**src/sv/napt_header_rewrite_defines.svh**
```systemverilog
// Assertion macros shared by the translator RTL.
`ifndef NAPT_HEADER_REWRITE_DEFINES_SVH
`define NAPT_HEADER_REWRITE_DEFINES_SVH

// Same-cycle implication, sampled on clk, off while arst_n is low.
`define NAPT_ASSERT_IMP(lbl, ante, cons, msg) \
	lbl: assert property (@(posedge clk) disable iff (!arst_n) (ante) |-> (cons)) \
		else $error(msg);

// Next-cycle implication, sampled on clk, off while arst_n is low.
`define NAPT_ASSERT_NXT(lbl, ante, cons, msg) \
	lbl: assert property (@(posedge clk) disable iff (!arst_n) (ante) |=> (cons)) \
		else $error(msg);

`endif

```
**src/sv/napt_pkg.sv**
```systemverilog
`default_nettype none

package napt_pkg;

	localparam logic [15:0] FRAME_TYPE_IPV4 = 16'h0800;
	localparam logic [7:0]  PROTO_TCP       = 8'h06;
	localparam logic [7:0]  PROTO_UDP       = 8'h11;

	localparam logic [31:0] RST_NAT_ADDR     = 32'hC0A8_0A04;
	localparam logic [31:0] RST_INSIDE_ADDR  = 32'hC0A8_0A02;
	localparam logic [31:0] RST_OUTSIDE_ADDR = 32'hC0A8_0A03;
	localparam logic [15:0] RST_INSIDE_PORT  = 16'd26001;
	localparam logic [15:0] RST_OUTSIDE_PORT = 16'd22;
	localparam logic [15:0] RST_PUB_PORT     = 16'd44001;

	localparam int CFG_INDEX_W = 3;
	localparam int CFG_DATA_W  = 32;
	localparam int S_TDATA_W   = 152;
	localparam int S_TUSER_W   = 1;
	localparam int M_TDATA_W   = 128;
	localparam int M_TUSER_W   = 3;

	typedef enum logic [CFG_INDEX_W-1:0] {
		CFG_NAT_ADDR     = 3'd0,
		CFG_INSIDE_ADDR  = 3'd1,
		CFG_OUTSIDE_ADDR = 3'd2,
		CFG_INSIDE_PORT  = 3'd3,
		CFG_OUTSIDE_PORT = 3'd4,
		CFG_PUB_PORT     = 3'd5
	} cfg_idx_t;

	typedef enum logic [1:0] {
		STATUS_NOT_IPV4   = 2'd0,
		STATUS_BAD_PROTO  = 2'd1,
		STATUS_NO_MATCH   = 2'd2,
		STATUS_REWRITTEN  = 2'd3
	} status_t;

	typedef struct packed {
		logic [31:0] nat_addr;
		logic [31:0] inside_addr;
		logic [31:0] outside_addr;
		logic [15:0] inside_port;
		logic [15:0] outside_port;
		logic [15:0] pub_port;
	} napt_cfg_t;

	typedef struct packed {
		logic        direction;
		logic [15:0] frame_type;
		logic [7:0]  protocol;
		logic [31:0] source_address;
		logic [31:0] dest_address;
		logic [15:0] source_port;
		logic [15:0] dest_port;
		logic [15:0] ip_checksum;
		logic [15:0] l4_checksum;
	} hdr_in_t;

	typedef struct packed {
		logic        out_gate;
		status_t     status;
		logic [31:0] new_source_address;
		logic [31:0] new_dest_address;
		logic [15:0] new_source_port;
		logic [15:0] new_dest_port;
		logic [15:0] new_ip_checksum;
		logic [15:0] new_l4_checksum;
	} hdr_out_t;

	// Fold a sum of 16-bit words to a ones-complement word (end-around carry twice).
	function automatic logic [15:0] oc_fold(input logic [19:0] s);
		logic [16:0] t;
		t = {1'b0, s[15:0]} + {13'd0, s[19:16]};
		return t[15:0] + {15'd0, t[16]};
	endfunction

endpackage

`default_nettype wire

```
**src/sv/napt_xlate.sv**
```systemverilog
`default_nettype none

module napt_xlate
	import napt_pkg::*;
(
	input  napt_cfg_t cfg,
	input  hdr_in_t   hdr,
	output hdr_out_t  res
);

	logic        is_ipv4;
	logic        is_l4;
	logic        out_hit;
	logic        in_hit;
	logic        rewrite;
	logic        keep_l4;
	logic [31:0] nsa;
	logic [31:0] nda;
	logic [15:0] nsp;
	logic [15:0] ndp;
	logic [15:0] sa_hi_n;
	logic [15:0] sa_lo_n;
	logic [15:0] da_hi_n;
	logic [15:0] da_lo_n;
	logic [15:0] sp_n;
	logic [15:0] dp_n;
	logic [15:0] ipc_n;
	logic [15:0] l4c_n;
	logic [18:0] addr_sum;
	logic [19:0] ip_sum;
	logic [19:0] l4_sum;
	logic [15:0] ip_new;
	logic [15:0] l4_raw;
	logic [15:0] l4_new;

	assign is_ipv4 = hdr.frame_type == FRAME_TYPE_IPV4;
	assign is_l4   = hdr.protocol == PROTO_TCP || hdr.protocol == PROTO_UDP;

	assign out_hit = is_ipv4 && is_l4 && !hdr.direction &&
		hdr.source_address == cfg.inside_addr && hdr.source_port == cfg.inside_port &&
		hdr.dest_address == cfg.outside_addr && hdr.dest_port == cfg.outside_port;
	assign in_hit = is_ipv4 && is_l4 && hdr.direction &&
		hdr.dest_address == cfg.nat_addr && hdr.dest_port == cfg.pub_port &&
		hdr.source_address == cfg.outside_addr && hdr.source_port == cfg.outside_port;
	assign rewrite = out_hit || in_hit;

	assign nsa = out_hit ? cfg.nat_addr : hdr.source_address;
	assign nsp = out_hit ? cfg.pub_port : hdr.source_port;
	assign nda = in_hit ? cfg.inside_addr : hdr.dest_address;
	assign ndp = in_hit ? cfg.inside_port : hdr.dest_port;

	assign sa_hi_n = ~hdr.source_address[31:16];
	assign sa_lo_n = ~hdr.source_address[15:0];
	assign da_hi_n = ~hdr.dest_address[31:16];
	assign da_lo_n = ~hdr.dest_address[15:0];
	assign sp_n    = ~hdr.source_port;
	assign dp_n    = ~hdr.dest_port;
	assign ipc_n   = ~hdr.ip_checksum;
	assign l4c_n   = ~hdr.l4_checksum;

	// Incremental update: ~HC + sum of (~old + new) over every changed word.
	assign addr_sum = {3'd0, sa_hi_n} + {3'd0, nsa[31:16]} + {3'd0, sa_lo_n} +
		{3'd0, nsa[15:0]} + {3'd0, da_hi_n} + {3'd0, nda[31:16]} +
		{3'd0, da_lo_n} + {3'd0, nda[15:0]};
	assign ip_sum = {1'b0, addr_sum} + {4'd0, ipc_n};
	assign l4_sum = {1'b0, addr_sum} + {4'd0, l4c_n} + {4'd0, sp_n} + {4'd0, nsp} +
		{4'd0, dp_n} + {4'd0, ndp};

	assign ip_new  = ~oc_fold(ip_sum);
	assign l4_raw  = ~oc_fold(l4_sum);
	assign l4_new  = (l4_raw == 16'd0) ? 16'hFFFF : l4_raw;
	// UDP with a zero checksum carries none; leave it zero.
	assign keep_l4 = hdr.protocol == PROTO_UDP && hdr.l4_checksum == 16'd0;

	always_comb begin
		res.out_gate           = hdr.direction;
		res.new_source_address = nsa;
		res.new_dest_address   = nda;
		res.new_source_port    = nsp;
		res.new_dest_port      = ndp;
		res.new_ip_checksum    = rewrite ? ip_new : hdr.ip_checksum;
		res.new_l4_checksum    = (rewrite && !keep_l4) ? l4_new : hdr.l4_checksum;
		if (!is_ipv4) begin
			res.status = STATUS_NOT_IPV4;
		end else if (!is_l4) begin
			res.status = STATUS_BAD_PROTO;
		end else if (!rewrite) begin
			res.status = STATUS_NO_MATCH;
		end else begin
			res.status = STATUS_REWRITTEN;
		end
	end

endmodule

`default_nettype wire

```
**src/sv/napt_header_rewrite.sv**
```systemverilog
// Static address and port translator for one mapped TCP/UDP flow.
// s_axis carries one parsed packet header per transaction, with the arrival
// side in tuser; m_axis returns the translated header, the status code and
// the updated IPv4 and TCP/UDP checksums, with the output side in tuser.
// Outbound hits get the NAT source ip:port, inbound hits get the inside
// destination ip:port; everything else passes through with its status.
// The cfg channel writes the six flow registers by index; it is always
// ready and should only be used while no transaction is in flight.
// An input transaction passes through one input register, then the match
// and checksum logic into the output register; m_axis_tvalid follows the
// input stage valid flag through that output register.
// Throughput is one header per cycle while m_axis is not stalled, set by the two-stage register pipe.
// When m_axis stalls, the output register holds its transaction and the
// input register still takes one more; s_axis_tready drops only when both
// stages are full and m_axis_tready is low.
// Reset clears both stage valid flags and loads the default flow mapping.
`default_nettype none
`include "napt_header_rewrite_defines.svh"

module napt_header_rewrite
	import napt_pkg::*;
(
	input  wire                    clk,
	input  wire                    arst_n,

	input  wire                    cfg_valid,
	output logic                   cfg_ready,
	input  wire  [CFG_INDEX_W-1:0] cfg_index,
	input  wire  [CFG_DATA_W-1:0]  cfg_data,

	input  wire                    s_axis_tvalid,
	output logic                   s_axis_tready,
	// frame_type, protocol, source_address, dest_address, source_port,
	// dest_port, ip_checksum, l4_checksum
	input  wire  [S_TDATA_W-1:0]   s_axis_tdata,
	// direction
	input  wire  [S_TUSER_W-1:0]   s_axis_tuser,

	output logic                   m_axis_tvalid,
	input  wire                    m_axis_tready,
	// new_source_address, new_dest_address, new_source_port, new_dest_port,
	// new_ip_checksum, new_l4_checksum
	output logic [M_TDATA_W-1:0]   m_axis_tdata,
	// out_gate, status
	output logic [M_TUSER_W-1:0]   m_axis_tuser
);

	napt_cfg_t cfg_q;
	hdr_in_t   hdr_in;
	hdr_in_t   hdr_s1;
	hdr_out_t  res_s1;
	hdr_out_t  res_s2;
	logic      valid_s1;
	logic      valid_s2;
	logic      en_s2;

	assign cfg_ready = 1'b1;

	always_ff @(posedge clk or negedge arst_n) begin
		if (!arst_n) begin
			cfg_q.nat_addr     <= RST_NAT_ADDR;
			cfg_q.inside_addr  <= RST_INSIDE_ADDR;
			cfg_q.outside_addr <= RST_OUTSIDE_ADDR;
			cfg_q.inside_port  <= RST_INSIDE_PORT;
			cfg_q.outside_port <= RST_OUTSIDE_PORT;
			cfg_q.pub_port     <= RST_PUB_PORT;
		end else if (cfg_valid && cfg_ready) begin
			case (cfg_idx_t'(cfg_index))
				CFG_NAT_ADDR:     cfg_q.nat_addr     <= cfg_data;
				CFG_INSIDE_ADDR:  cfg_q.inside_addr  <= cfg_data;
				CFG_OUTSIDE_ADDR: cfg_q.outside_addr <= cfg_data;
				CFG_INSIDE_PORT:  cfg_q.inside_port  <= cfg_data[15:0];
				CFG_OUTSIDE_PORT: cfg_q.outside_port <= cfg_data[15:0];
				CFG_PUB_PORT:     cfg_q.pub_port     <= cfg_data[15:0];
				default: ;
			endcase
		end
	end

	assign hdr_in.direction      = s_axis_tuser[0];
	assign hdr_in.frame_type     = s_axis_tdata[15:0];
	assign hdr_in.protocol       = s_axis_tdata[23:16];
	assign hdr_in.source_address = s_axis_tdata[55:24];
	assign hdr_in.dest_address   = s_axis_tdata[87:56];
	assign hdr_in.source_port    = s_axis_tdata[103:88];
	assign hdr_in.dest_port      = s_axis_tdata[119:104];
	assign hdr_in.ip_checksum    = s_axis_tdata[135:120];
	assign hdr_in.l4_checksum    = s_axis_tdata[151:136];

	assign en_s2         = !valid_s2 || m_axis_tready;
	assign s_axis_tready = !valid_s1 || en_s2;

	always_ff @(posedge clk or negedge arst_n) begin
		if (!arst_n) begin
			valid_s1 <= 1'b0;
			valid_s2 <= 1'b0;
		end else begin
			if (s_axis_tready) begin
				valid_s1 <= s_axis_tvalid;
			end
			if (en_s2) begin
				valid_s2 <= valid_s1;
			end
		end
	end

	always_ff @(posedge clk) begin
		if (s_axis_tvalid && s_axis_tready) begin
			hdr_s1 <= hdr_in;
		end
		if (en_s2 && valid_s1) begin
			res_s2 <= res_s1;
		end
	end

	napt_xlate u_xlate (
		.cfg (cfg_q),
		.hdr (hdr_s1),
		.res (res_s1)
	);

	assign m_axis_tvalid = valid_s2;
	assign m_axis_tdata  = {res_s2.new_l4_checksum, res_s2.new_ip_checksum,
		res_s2.new_dest_port, res_s2.new_source_port,
		res_s2.new_dest_address, res_s2.new_source_address};
	assign m_axis_tuser  = {res_s2.status, res_s2.out_gate};

	`NAPT_ASSERT_NXT(a_s1_to_s2, valid_s1 && en_s2, valid_s2, "stage one transaction lost")
	`NAPT_ASSERT_IMP(a_stall_only_full, !s_axis_tready, valid_s1 && valid_s2 && !m_axis_tready, "input stalled with room")
	`NAPT_ASSERT_NXT(a_s1_hold, valid_s1 && !en_s2, valid_s1 && $stable(hdr_s1), "stalled stage one changed")

endmodule

`default_nettype wire
```
**config.mk**
```make
export PLATFORM = sky130hd
export DESIGN_NAME = napt_header_rewrite
export DESIGN_NICKNAME = d
export VERILOG_FILES = /design/src/sv/napt_pkg.sv /design/src/sv/napt_xlate.sv /design/src/sv/napt_header_rewrite.sv
export VERILOG_INCLUDE_DIRS = /design/src /design/src/sv
export SDC_FILE = /design/constraint.sdc
export NUM_CORES = 1
export LEC_CHECK = 0
export ABC_CLOCK_PERIOD_IN_PS = 21800
export BUFFER_PORTS_ARGS = -buffer_cell sky130_fd_sc_hd__buf_2
export CORE_AREA = 10 10 241 243
export CTS_BUF_LIST = sky130_fd_sc_hd__clkbuf_8
export DETAILED_ROUTE_END_ITERATION = 12
export DIE_AREA = 0 0 251 253
export HOLD_SLACK_MARGIN = 0.02
export PLACE_DENSITY = 0.7
export SYNTH_ARGS = -nofsm -noshare
export SYNTH_HDL_FRONTEND = slang
export SYNTH_HIERARCHICAL = 1
export SYNTH_SLANG_ARGS = --single-unit
```
**constraint.sdc**
```tcl
create_clock -name clk -period 21.8 [get_ports clk]
set_input_delay 4.36 -clock clk [delete_from_list [all_inputs] [get_ports clk]]
set_output_delay 4.36 -clock clk [all_outputs]
set_load 0.02 [all_outputs]
```
==> impl_metrics.json, run 1 <==
{
  "status": "completed",
  "final_common_cell": "sky130_fd_sc_hd__inv_1",
  "design.core.area_um2": 53280,
  "worst_clock_skew_ps": 37.27,
  "grt-busiest-layer": "met2",
  "share_of_the_synthesized_area_in_compound_gates_ao_oa_aoi_oai": 0.08446,
  "yosysSeqAreaShare": 0.4643,
  "worst_path_most_repeated_cell": "sky130_fd_sc_hd__fa_1",
  "finalSetupViolCount": 0,
  "postRouteAntennaNets": 0,
  "ys_async_sr_fraction": 0.3395,
  "cp_slowest_cell": "sky130_fd_sc_hd__xnor2_1",
  "crit_path_start_kind": "register",
  "slew_headroom": 0.1706,
  "syn_avg_cell_area_um2": 12.24,
  "timing.final.max_slew_violations": 0,
  "global_route.overflow_total": 0,
  "post-dp-hpwl_mm": 77.39,
  "antenna_violations_before_repair": 6,
  "clock_sinks": 430,
  "first_global_vias": 19540,
  "required_time_at_the_worst_slack_endpoint_ps": 22310,
  "final_layout_size_suffix_gt1_frac": 0.2747,
  "syn_area_um2": 26350,
  "area_delta_synth_final_pct": 14.60,
  "cts.clk_slew.worst_paths_ps": 60,
  "cts_tree": "built",
  "unrepaired_setup_endpoints_after_global_routing": "no",
  "synth-warning-count": 6,
  "worstMarginPinSlew_ps": 1213,
  "grt_pass1_wl_mm": 137.2,
  "min-delay-path-class": "reg2reg",
  "rows": 85,
  "drt-total-wl_mm": 96.05,
  "quantity_of_gates_resized_following_cts": 0,
  "wl_per_cell_um": 29.29,
  "cts_htree_levels": 3,
  "die_w_um": 251,
  "cts_root_buffer": "sky130_fd_sc_hd__clkbuf_8",
  "grtUsageMet2": 0.4579,
  "post_synth_xor_xnor_area": 0.05911,
  "post_synth_and_or_nand_nor_area_fraction": 0.08703,
  "gr_usage_total": 0.2973,
  "routed-via-count": 19110,
  "postCtsSetupBuffers": 0,
  "start_util": 0.4946,
  "post_synth_fa_ha_maj_area_fraction": 0.1549,
  "number_of_synthesized_register_bits": 430,
  "met3_usage": 0.06082,
  "die-area_um2": 63500,
  "timing.critical_path.slowest_cell_delay_ps": 710,
  "min_period_over_period": 0.7666,
  "final.min_clock_period_ps": 16710,
  "worstSetupPathType": "reg2reg",
  "grt_start_max_net_pins": 98,
  "synth-main-ff-cell": "sky130_fd_sc_hd__edfxtp_1",
  "synth_fp_nets": 2575,
  "finalNetCount": 2943,
  "gpl.final_weighted_congestion": 1.044,
  "synth_edf_count": 284,
  "vias_per_cell": 5.829,
  "cts_made_buffers": 76,
  "cp_data_arrival_time_ps": 17230,
  "initial_drt_pass_iterations": 7,
  "cp-end-kind": "register",
  "max-cap-violations": 0,
  "max_freq_mhz": 59.84,
  "port_buffer_count": 325,
  "die_extent_in_y_um": 253,
  "ioPinCount": 327,
  "grt.met1_usage": 0.4187,
  "worstPathMaxFanout": 45,
  "muxShareOfSynthArea": 0.09030,
  "final_cell_mix": "356 x sky130_fd_sc_hd__inv_1, 324 x sky130_fd_sc_hd__buf_2, 284 x sky130_fd_sc_hd__edfxtp_1",
  "synthesis.instances": 2153,
  "yosys.cell_types.count": 90,
  "hold_violations": 0,
  "drcViolationCount": 0,
  "totalNegativeSetupSlack_ps": 0,
  "largest_family_of_logic_cells_by_synthesized_area": "adder cells",
  "cts_hold_buffers": 0,
  "clock_path_buffers": 3,
  "clock_insertion_delay_worst_skew_ps": 680,
  "drt_iter0_markers": 2097
}
synth_stat cells (13+ instances only):
library cell,n,area (um2)
sky130_fd_sc_hd__o21ai_1,13,65.06
sky130_fd_sc_hd__nor2b_1,31,193.9
sky130_fd_sc_hd__nor3_1,25,125.1
sky130_fd_sc_hd__buf_6,14,157.7
sky130_fd_sc_hd__fa_1,162,3243
sky130_fd_sc_hd__nand3_1,16,80.08
sky130_fd_sc_hd__o2111ai_1,16,140.1
sky130_fd_sc_hd__o21a_1,20,150.1
sky130_fd_sc_hd__o22ai_1,20,125.1
sky130_fd_sc_hd__clkbuf_1,18,67.56
sky130_fd_sc_hd__xnor2_1,77,674.4
sky130_fd_sc_hd__dfstp_2,44,1156
sky130_fd_sc_hd__nand4_1,29,181.4
sky130_fd_sc_hd__o21ai_0,60,300.3
sky130_fd_sc_hd__a21oi_1,50,250.2
sky130_fd_sc_hd__nand2b_1,53,331.6
sky130_fd_sc_hd__mux2i_1,24,240.2
sky130_fd_sc_hd__inv_1,326,1224
sky130_fd_sc_hd__xor2_1,99,867.1
sky130_fd_sc_hd__edfxtp_1,284,8528
sky130_fd_sc_hd__mux2_2,179,2016
sky130_fd_sc_hd__a21o_1,17,127.6
sky130_fd_sc_hd__nand2_1,80,300.3
sky130_fd_sc_hd__ha_1,67,838.3
sky130_fd_sc_hd__and3_1,13,81.33
sky130_fd_sc_hd__nor2_1,52,195.2
sky130_fd_sc_hd__dfrtp_1,102,2552
sky130_fd_sc_hd__nor4_1,39,244.0
worst paths after layout:
path,startpoint,endpoint,slack [ps],cells past startpoint
max in group asynchronous,arst_n,cfg_q[105]$_DFFE_PN0P_,16720,2
setup / recovery,hdr_s1[65]$_DFFE_PP_,m_axis_tdata[126]$_DFFE_PP_,5090,56
min in group asynchronous,arst_n,cfg_q[98]$_DFFE_PN0P_,3810,1
hold / removal,valid_s1$_DFFE_PN0P_,m_axis_tvalid$_DFFE_PN0P_,510,1
hold reg to reg,valid_s1$_DFFE_PN0P_,m_axis_tvalid$_DFFE_PN0P_,510,1
setup reg to reg,hdr_s1[65]$_DFFE_PP_,m_axis_tdata[126]$_DFFE_PP_,5090,56
per-layer routing:
layer,up-vias,wire length [um]
met5,-,13
met4,2,2702
met3,136,7557
met2,894,43970
met1,9802,41800
li1,8279,-
worst max-delay path: cells and delay by family (launching register included):
family / cells / cell delay (ps)
XOR/XNOR: 4 / 1540
flip-flops: 1 / 580
adder cells (fa/ha/maj): 13 / 4880
buffers and inverters: 8 / 1490
AO/OA/AOI/OAI: 17 / 4630
AND/OR/NAND/NOR: 14 / 3340
flip-flops by register name, indices dropped and copies added, names as in the netlist:
name	cells
valid_s1	1
m_axis_tuser	3
cfg_q	144
m_axis_tdata	128
m_axis_tvalid	1
hdr_s1	153
metrics by stage:
stage	std cells	setup slack [ps]	hold WS, ps	util	area, um2
after floorplan	2153	8468	449.0	-	26350
after global routing	3278	4221	531.1	0.5667	30200
after global placement	3139	5782	473.5	0.5379	28660
final	3279	5088	506.7	0.5668	30200
after CTS	3277	5480	505.8	0.5667	30200
after detailed placement	3139	5517	481.5	0.5379	28660
cell type report:
| type | count | area (um2) |
|---|---|---|
| clock inverter | 50 | 322.8 |
| fill | 4495 | 23080 |
| inverter | 332 | 1246 |
| timing repair buffer | 337 | 1723 |
| multi-input combinational | 1344 | 12580 |
| antenna | 2 | 5.005 |
| tap | 696 | 870.8 |
| sequential | 430 | 12240 |
| clock buffer | 88 | 1211 |
cell families (layout without fill, tap and decap cells):
kind of cell,Yosys count,after routing
AOI/OAI and AO/OA,316,316
xor gates and xnor gates,177,177
DFF,430,430
other,1,3
and+or+nand+nor,407,407
adders and majority gates,229,229
muxes,214,214
buffers and inverters,379,807
Power of run 1 is not shown: default switching activity piles up to over one toggle a cycle in this logic, so the estimate is an artifact.
==> run 2: changes to the inputs <==
Settings changed: ABC_CLOCK_PERIOD_IN_PS 21800 to 14470, PLACE_DENSITY 0.7 to 0.73.
Clock period 21.8 ns to 14.47 ns, I/O delays scaled along.
==> run 2 against run 1 <==
Sequential cell count did not move. Wire length rose by 4.2%. Clock skew fell by 0.52 ps.
==> impl_metrics.json, run 2 (synthesis results as in run 1) <==
{
  "routed-via-count": 19730,
  "first_global_vias": 20080,
  "r2r_slack_ps": 420,
  "grt_start_max_net_pins": 79,
  "final_common_cell": "sky130_fd_sc_hd__inv_1",
  "critPathTopFamily": "adder cells",
  "final_cell_mix": "340 x sky130_fd_sc_hd__inv_1, 324 x sky130_fd_sc_hd__buf_2, 284 x sky130_fd_sc_hd__edfxtp_1",
  "gpl.final_weighted_congestion": 1.052,
  "crit-reg2reg-capture": "m_axis_tdata[115]$_DFFE_PP_",
  "initial_drt_pass_iterations": 6,
  "worstPathMaxFanout": 21,
  "cts_hold_buffers": 0,
  "worst_clock_skew_ps": 36.75,
  "design.core.area_um2": 53280,
  "wl_per_cell_um": 29.77,
  "finalNetCount": 3024,
  "area_delta_synth_final_pct": 18.30,
  "cts_htree_levels": 3,
  "port_buffer_count": 325,
  "crit_path_start_kind": "register",
  "status": "completed",
  "min_period_over_period": 0.9713,
  "postRouteAntennaNets": 0,
  "start_util": 0.4946,
  "clock_insertion_delay_worst_skew_ps": 700,
  "reg2reg_from": "hdr_s1[125]$_DFFE_PP_",
  "cts.clk_slew.worst_paths_ps": 70,
  "drcViolationCount": 0,
  "antenna_violations_before_repair": 6,
  "placement.setup.worst_slack_ps": -212.1,
  "cts_made_buffers": 73,
  "placedInstanceArea_um2": 29300,
  "largest_reg_flops": 153,
  "rows": 85,
  "vias_per_cell": 5.870,
  "postLayoutCoreUtil": 0.5851,
  "design_area_um2": 31170,
  "drt_iter0_markers": 2180,
  "min-delay-path-class": "reg2reg",
  "min_path_cells": 1,
  "drt-total-wl_mm": 100.0,
  "worstSetupPathType": "reg2reg",
  "grt_pass1_wl_mm": 142.6,
  "post-dp-hpwl_mm": 80.82,
  "cts_root_buffer": "sky130_fd_sc_hd__clkbuf_8",
  "min_delay_worst_endpoint": "m_axis_tvalid$_DFFE_PN0P_",
  "global_route.overflow_total": 0,
  "reg2regPathDepth": 54,
  "worstMarginPinSlew_ps": 1111,
  "die_w_um": 251,
  "cp_num_buf_inv": 9,
  "max_freq_mhz": 71.15,
  "die_extent_in_y_um": 253,
  "clock_path_buffers": 3,
  "max-cap-violations": 0,
  "clock_sinks": 430,
  "cts_tree": "built",
  "top_register": "hdr_s1",
  "timing.final.max_slew_violations": 0,
  "ioPinCount": 327,
  "hold_violations": 0,
  "slew_headroom": 0.2593,
  "die-area_um2": 63500,
  "worst_path_most_repeated_cell": "sky130_fd_sc_hd__fa_1",
  "cp-end-kind": "register",
  "cp_data_arrival_time_ps": 14580,
  "setup_slack_ps": 415.4,
  "required_time_at_the_worst_slack_endpoint_ps": 15000,
  "final.min_clock_period_ps": 14050,
  "hp-start": "valid_s1$_DFFE_PN0P_",
  "gr_usage_total": 0.3095,
  "cp_slowest_cell": "sky130_fd_sc_hd__fa_1",
  "finalSetupViolCount": 0,
  "timing.critical_path.slowest_cell_delay_ps": 570,
  "final_layout_size_suffix_gt1_frac": 0.3098
}
[run 2: cell count changes in the layout (fill, tap and decap cells not counted), moves of 4 or more]
| cell | delta |
|---|---|
| sky130_fd_sc_hd__inv_1 | -16 |
| sky130_fd_sc_hd__o21ai_0 | -4 |
| sky130_fd_sc_hd__buf_4 | +80 |
| sky130_fd_sc_hd__bufinv_16 | +8 |
| sky130_fd_sc_hd__clkinv_2 | +9 |
| sky130_fd_sc_hd__clkbuf_8 | -8 |
[run 2: layout make-up]
class | count | area (um2)
multi-input cells | 1345 | 12710
inverters | 332 | 1246
repair buffers | 420 | 2384
well taps | 696 | 870.8
clock buffers | 80 | 1101
clock inverters | 56 | 621.8
fillers | 4349 | 22110
diodes | 2 | 5.005
flip-flops and latches | 430 | 12240
[run 2: layer usage]
metal,up-vias,wire (um),part of all wire,global-route usage
met5,-,44,0.00044,0
met4,6,2841,0.028,0.08503
met3,154,8004,0.080,0.06378
met2,943,46010,0.46,0.4820
met1,10160,43150,0.43,0.4323
li1,8465,-,-,-
[run 2: worst max-delay path by stage]
stage	slack, ps	start	end	cells past startpoint
2_1_floorplan	1140	hdr_s1[67]$_DFFE_PP_	m_axis_tdata[119]$_DFFE_PP_	55
3_3_place_gp	170	hdr_s1[66]$_DFFE_PP_	m_axis_tdata[126]$_DFFE_PP_	54
3_5_place_dp	-210	hdr_s1[66]$_DFFE_PP_	m_axis_tdata[115]$_DFFE_PP_	54
4_1_cts	250	hdr_s1[108]$_DFFE_PP_	m_axis_tdata[115]$_DFFE_PP_	55
5_1_grt	-50	hdr_s1[67]$_DFFE_PP_	m_axis_tdata[115]$_DFFE_PP_	56
6_report	420	hdr_s1[125]$_DFFE_PP_	m_axis_tdata[115]$_DFFE_PP_	54
[run 2: through the flow]
step	hold slack [ps]	setup TNS (ps)	cells
2_1_floorplan	449.0	0	2153
3_3_place_gp	472.4	0	3219
3_5_place_dp	499.3	-2829	3219
4_1_cts	505.1	0	3355
5_1_grt	521.3	-145.5	3360
6_report	508.1	0	3361
[run 2: worst register-to-register path: cells and delay by family (launching register included)]
family | cells | cell delay (ps)
AO/OA/AOI/OAI | 19 | 3500
XOR/XNOR | 3 | 940
adder cells (fa/ha/maj) | 12 | 4780
buffers and inverters | 9 | 1210
flip-flops | 1 | 480
multiplexers | 1 | 410
AND/OR/NAND/NOR | 10 | 2580
[run 2: what timing repair did]
action,in CTS,in global routing
setup endpoints to repair,16,16
cloned,0,1
buffers inserted,0,3
pin swaps,0,3
resized for setup,5,26
Power of run 2 is left out for the same reason.
==> run 3: changes to the inputs <==
Settings changed: ABC_AREA set to 1, CORE_AREA 10 10 241 243 to 10 10 249 251, DIE_AREA 0 0 251 253 to 0 0 259 261, PLACE_DENSITY 0.73 to 0.72, SLEW_MARGIN set to 30.
==> run 3 against run 2 <==
Largest cell class unchanged. Synthesized area increased by 7.4%. Sequential cell count unchanged. Synthesized cell count increased by 53%. Setup slack improved by 140 ps. Via count increased by 40%. Critical path depth increased by 14. Highest routed layer unchanged. Hold slack got worse by 34 ps. Critical endpoint is now m_axis_tdata[127]$_DFFE_PP_. Wire length increased by 41%. Die area increased by 6.5%.
==> impl_metrics.json, run 3 <==
{
  "status": "completed",
  "placement.setup.worst_slack_ps": 102.7,
  "ys_async_sr_fraction": 0.3395,
  "cts.clk_slew.worst_paths_ps": 70,
  "reg2regPathDepth": 68,
  "grt_start_max_net_pins": 87,
  "synth_largest_type_area_fraction": 0.3012,
  "timing.critical_path.slowest_cell_delay_ps": 550,
  "slew_headroom": 0.2995,
  "reg2reg_from": "hdr_s1[124]$_DFFE_PP_",
  "syn_avg_cell_area_um2": 8.598,
  "ioPinCount": 327,
  "drt-total-wl_mm": 141.2,
  "yosys.cell_types.count": 55,
  "timing.final.max_slew_violations": 0,
  "rows": 88,
  "drt_iter0_markers": 4125,
  "r2r_slack_ps": 550,
  "die_w_um": 259,
  "synth_fp_nets": 3715,
  "hold_violations": 0,
  "cp_slowest_cell": "sky130_fd_sc_hd__fa_1",
  "die-area_um2": 67600,
  "crit-reg2reg-capture": "m_axis_tdata[127]$_DFFE_PP_",
  "synthesis.instances": 3293,
  "largest_reg_flops": 153,
  "min_period_over_period": 0.9618,
  "synth-warning-count": 6,
  "synth.largest_area_cell": "sky130_fd_sc_hd__edfxtp_1",
  "cts_made_buffers": 75,
  "drcViolationCount": 0,
  "synth_area_leaders": "sky130_fd_sc_hd__edfxtp_1 30%, sky130_fd_sc_hd__nand2_1 13%, sky130_fd_sc_hd__fa_1 11%, sky130_fd_sc_hd__dfrtp_1 9.0%, sky130_fd_sc_hd__inv_1 7.1%",
  "finalSetupViolCount": 0,
  "yosys.cell_count.top_type": "sky130_fd_sc_hd__nand2_1",
  "clock_sinks": 430,
  "finalNetCount": 4165,
  "port_buffer_count": 325,
  "worstPathMaxFanout": 18,
  "final_common_cell": "sky130_fd_sc_hd__nand2_1",
  "area_delta_synth_final_pct": 17.46,
  "gr_usage_total": 0.4066,
  "gpl.final_weighted_congestion": 1.103,
  "yosysSeqAreaShare": 0.4322,
  "grt_pass1_wl_mm": 192.7,
  "cp_data_arrival_time_ps": 14350,
  "cts_htree_levels": 3,
  "synth_top_cells_by_count": "949 x sky130_fd_sc_hd__nand2_1, 532 x sky130_fd_sc_hd__inv_1, 284 x sky130_fd_sc_hd__edfxtp_1",
  "number_of_synthesized_register_bits": 430,
  "fin_cells": 4575,
  "required_time_at_the_worst_slack_endpoint_ps": 14900,
  "min_path_cells": 2,
  "setup_slack_ps": 553.0,
  "synth_edf_count": 284,
  "initial_drt_pass_iterations": 8,
  "antenna_violations_before_repair": 5,
  "min-delay-path-class": "reg2reg",
  "worstMarginPinSlew_ps": 1048,
  "start_util": 0.4955,
  "placed_cells_incl_taps": 4423,
  "design.core.area_um2": 57140,
  "worst_clock_skew_ps": 59.99,
  "syn_area_um2": 28310,
  "hp-start": "cfg_q[111]$_DFFE_PN1P_",
  "post-dp-hpwl_mm": 117.6,
  "cts_root_buffer": "sky130_fd_sc_hd__clkbuf_8",
  "cts_tree": "built",
  "top_register": "hdr_s1",
  "die_extent_in_y_um": 261,
  "worst_path_most_repeated_cell": "sky130_fd_sc_hd__nand2_1",
  "final_cell_mix": "943 x sky130_fd_sc_hd__nand2_1, 547 x sky130_fd_sc_hd__inv_1, 324 x sky130_fd_sc_hd__buf_2",
  "routed-via-count": 27640,
  "cts_hold_buffers": 0,
  "cp-end-kind": "register",
  "final_layout_size_suffix_gt1_frac": 0.1900,
  "unrepaired_setup_endpoints_after_global_routing": "no",
  "first_global_vias": 25810,
  "max_freq_mhz": 71.85,
  "global_route.overflow_total": 0,
  "worstSetupPathType": "reg2reg",
  "crit_path_start_kind": "register",
  "min_delay_worst_endpoint": "cfg_q[111]$_DFFE_PN1P_",
  "wl_per_cell_um": 30.86,
  "vias_per_cell": 6.042,
  "clock_path_buffers": 3,
  "totalNegativeSetupSlack_ps": 0,
  "max-cap-violations": 0,
  "synth-main-ff-cell": "sky130_fd_sc_hd__edfxtp_1",
  "clock_insertion_delay_worst_skew_ps": 730,
  "postRouteAntennaNets": 0,
  "final.min_clock_period_ps": 13920
}
run 3: logic make-up (layout without fill, tap and decap cells):
logic type,Yosys count,after routing,share of synthesized area
xor+xnor,85,85,0.02629
compound gates,267,267,0.05458
simple gates,1671,1672,0.2599
flops,430,430,0.4322
buf+inv,610,1122,0.08277
other cells,1,5,0.0001324
fa+ha+maj,229,229,0.1442
run 3: how the worst max path moves through the flow:
stage / from / to / slack (ps) / cells past startpoint
after floorplan: cfg_q[114]$_DFFE_PN1P_ / m_axis_tdata[116]$_DFFE_PP_ / 2100 / 71
after global placement: hdr_s1[120]$_DFFE_PP_ / m_axis_tdata[114]$_DFFE_PP_ / 370 / 70
after detailed placement: hdr_s1[42]$_DFFE_PP_ / m_axis_tdata[127]$_DFFE_PP_ / 100 / 67
after CTS: hdr_s1[42]$_DFFE_PP_ / m_axis_tdata[127]$_DFFE_PP_ / 50 / 67
after global routing: hdr_s1[69]$_DFFE_PP_ / m_axis_tdata[112]$_DFFE_PP_ / 3 / 74
final: hdr_s1[124]$_DFFE_PP_ / m_axis_tdata[127]$_DFFE_PP_ / 550 / 68
run 3: timing repair:
item / CTS / global route
resized for setup: 0 / 51
setup buffers: 0 / 7
setup endpoints to repair: 0 / 22
run 3: routing by layer:
metal / up-vias / GRT usage / part of all wire
met1: 13510 / 0.5529 / 0.40
met4: 6 / 0.1604 / 0.045
met3: 327 / 0.1549 / 0.14
met5: - / 0 / 0.00033
met2: 2181 / 0.5778 / 0.41
li1: 11620 / - / -
run 3: worst max-delay path, delay by kind of cell (launching register included):
| kind | cells | cell delay [ps] |
|---|---|---|
| simple gates | 34 | 4870 |
| flops | 1 | 500 |
| fa+ha+maj | 12 | 4940 |
| buf+inv | 10 | 1130 |
| xor+xnor | 3 | 770 |
| compound gates | 9 | 1380 |
run 3: per-stage QoR:
| step | util | instance area [um2] | hold slack [ps] |
|---|---|---|---|
| global route | 0.5818 | 33250 | 484.1 |
| CTS | 0.5769 | 32970 | 473.9 |
| floorplan | - | 28310 | 441.9 |
| global placement | 0.5498 | 31420 | 453.4 |
| detailed placement | 0.5499 | 31430 | 461.0 |
| finish | 0.5820 | 33260 | 473.8 |
run 3: cell type report:
type | count | area (um2)
Clock inverter | 64 | 498.0
Fill cell | 5084 | 23890
Inverter | 549 | 2073
Multi-Input combinational cell | 2254 | 13970
Clock buffer | 76 | 1046
Timing Repair Buffer | 433 | 2467
Tap cell | 765 | 957.2
Antenna cell | 4 | 10.01
Sequential cell | 430 | 12240
Power of run 3 is left out for the same reason.
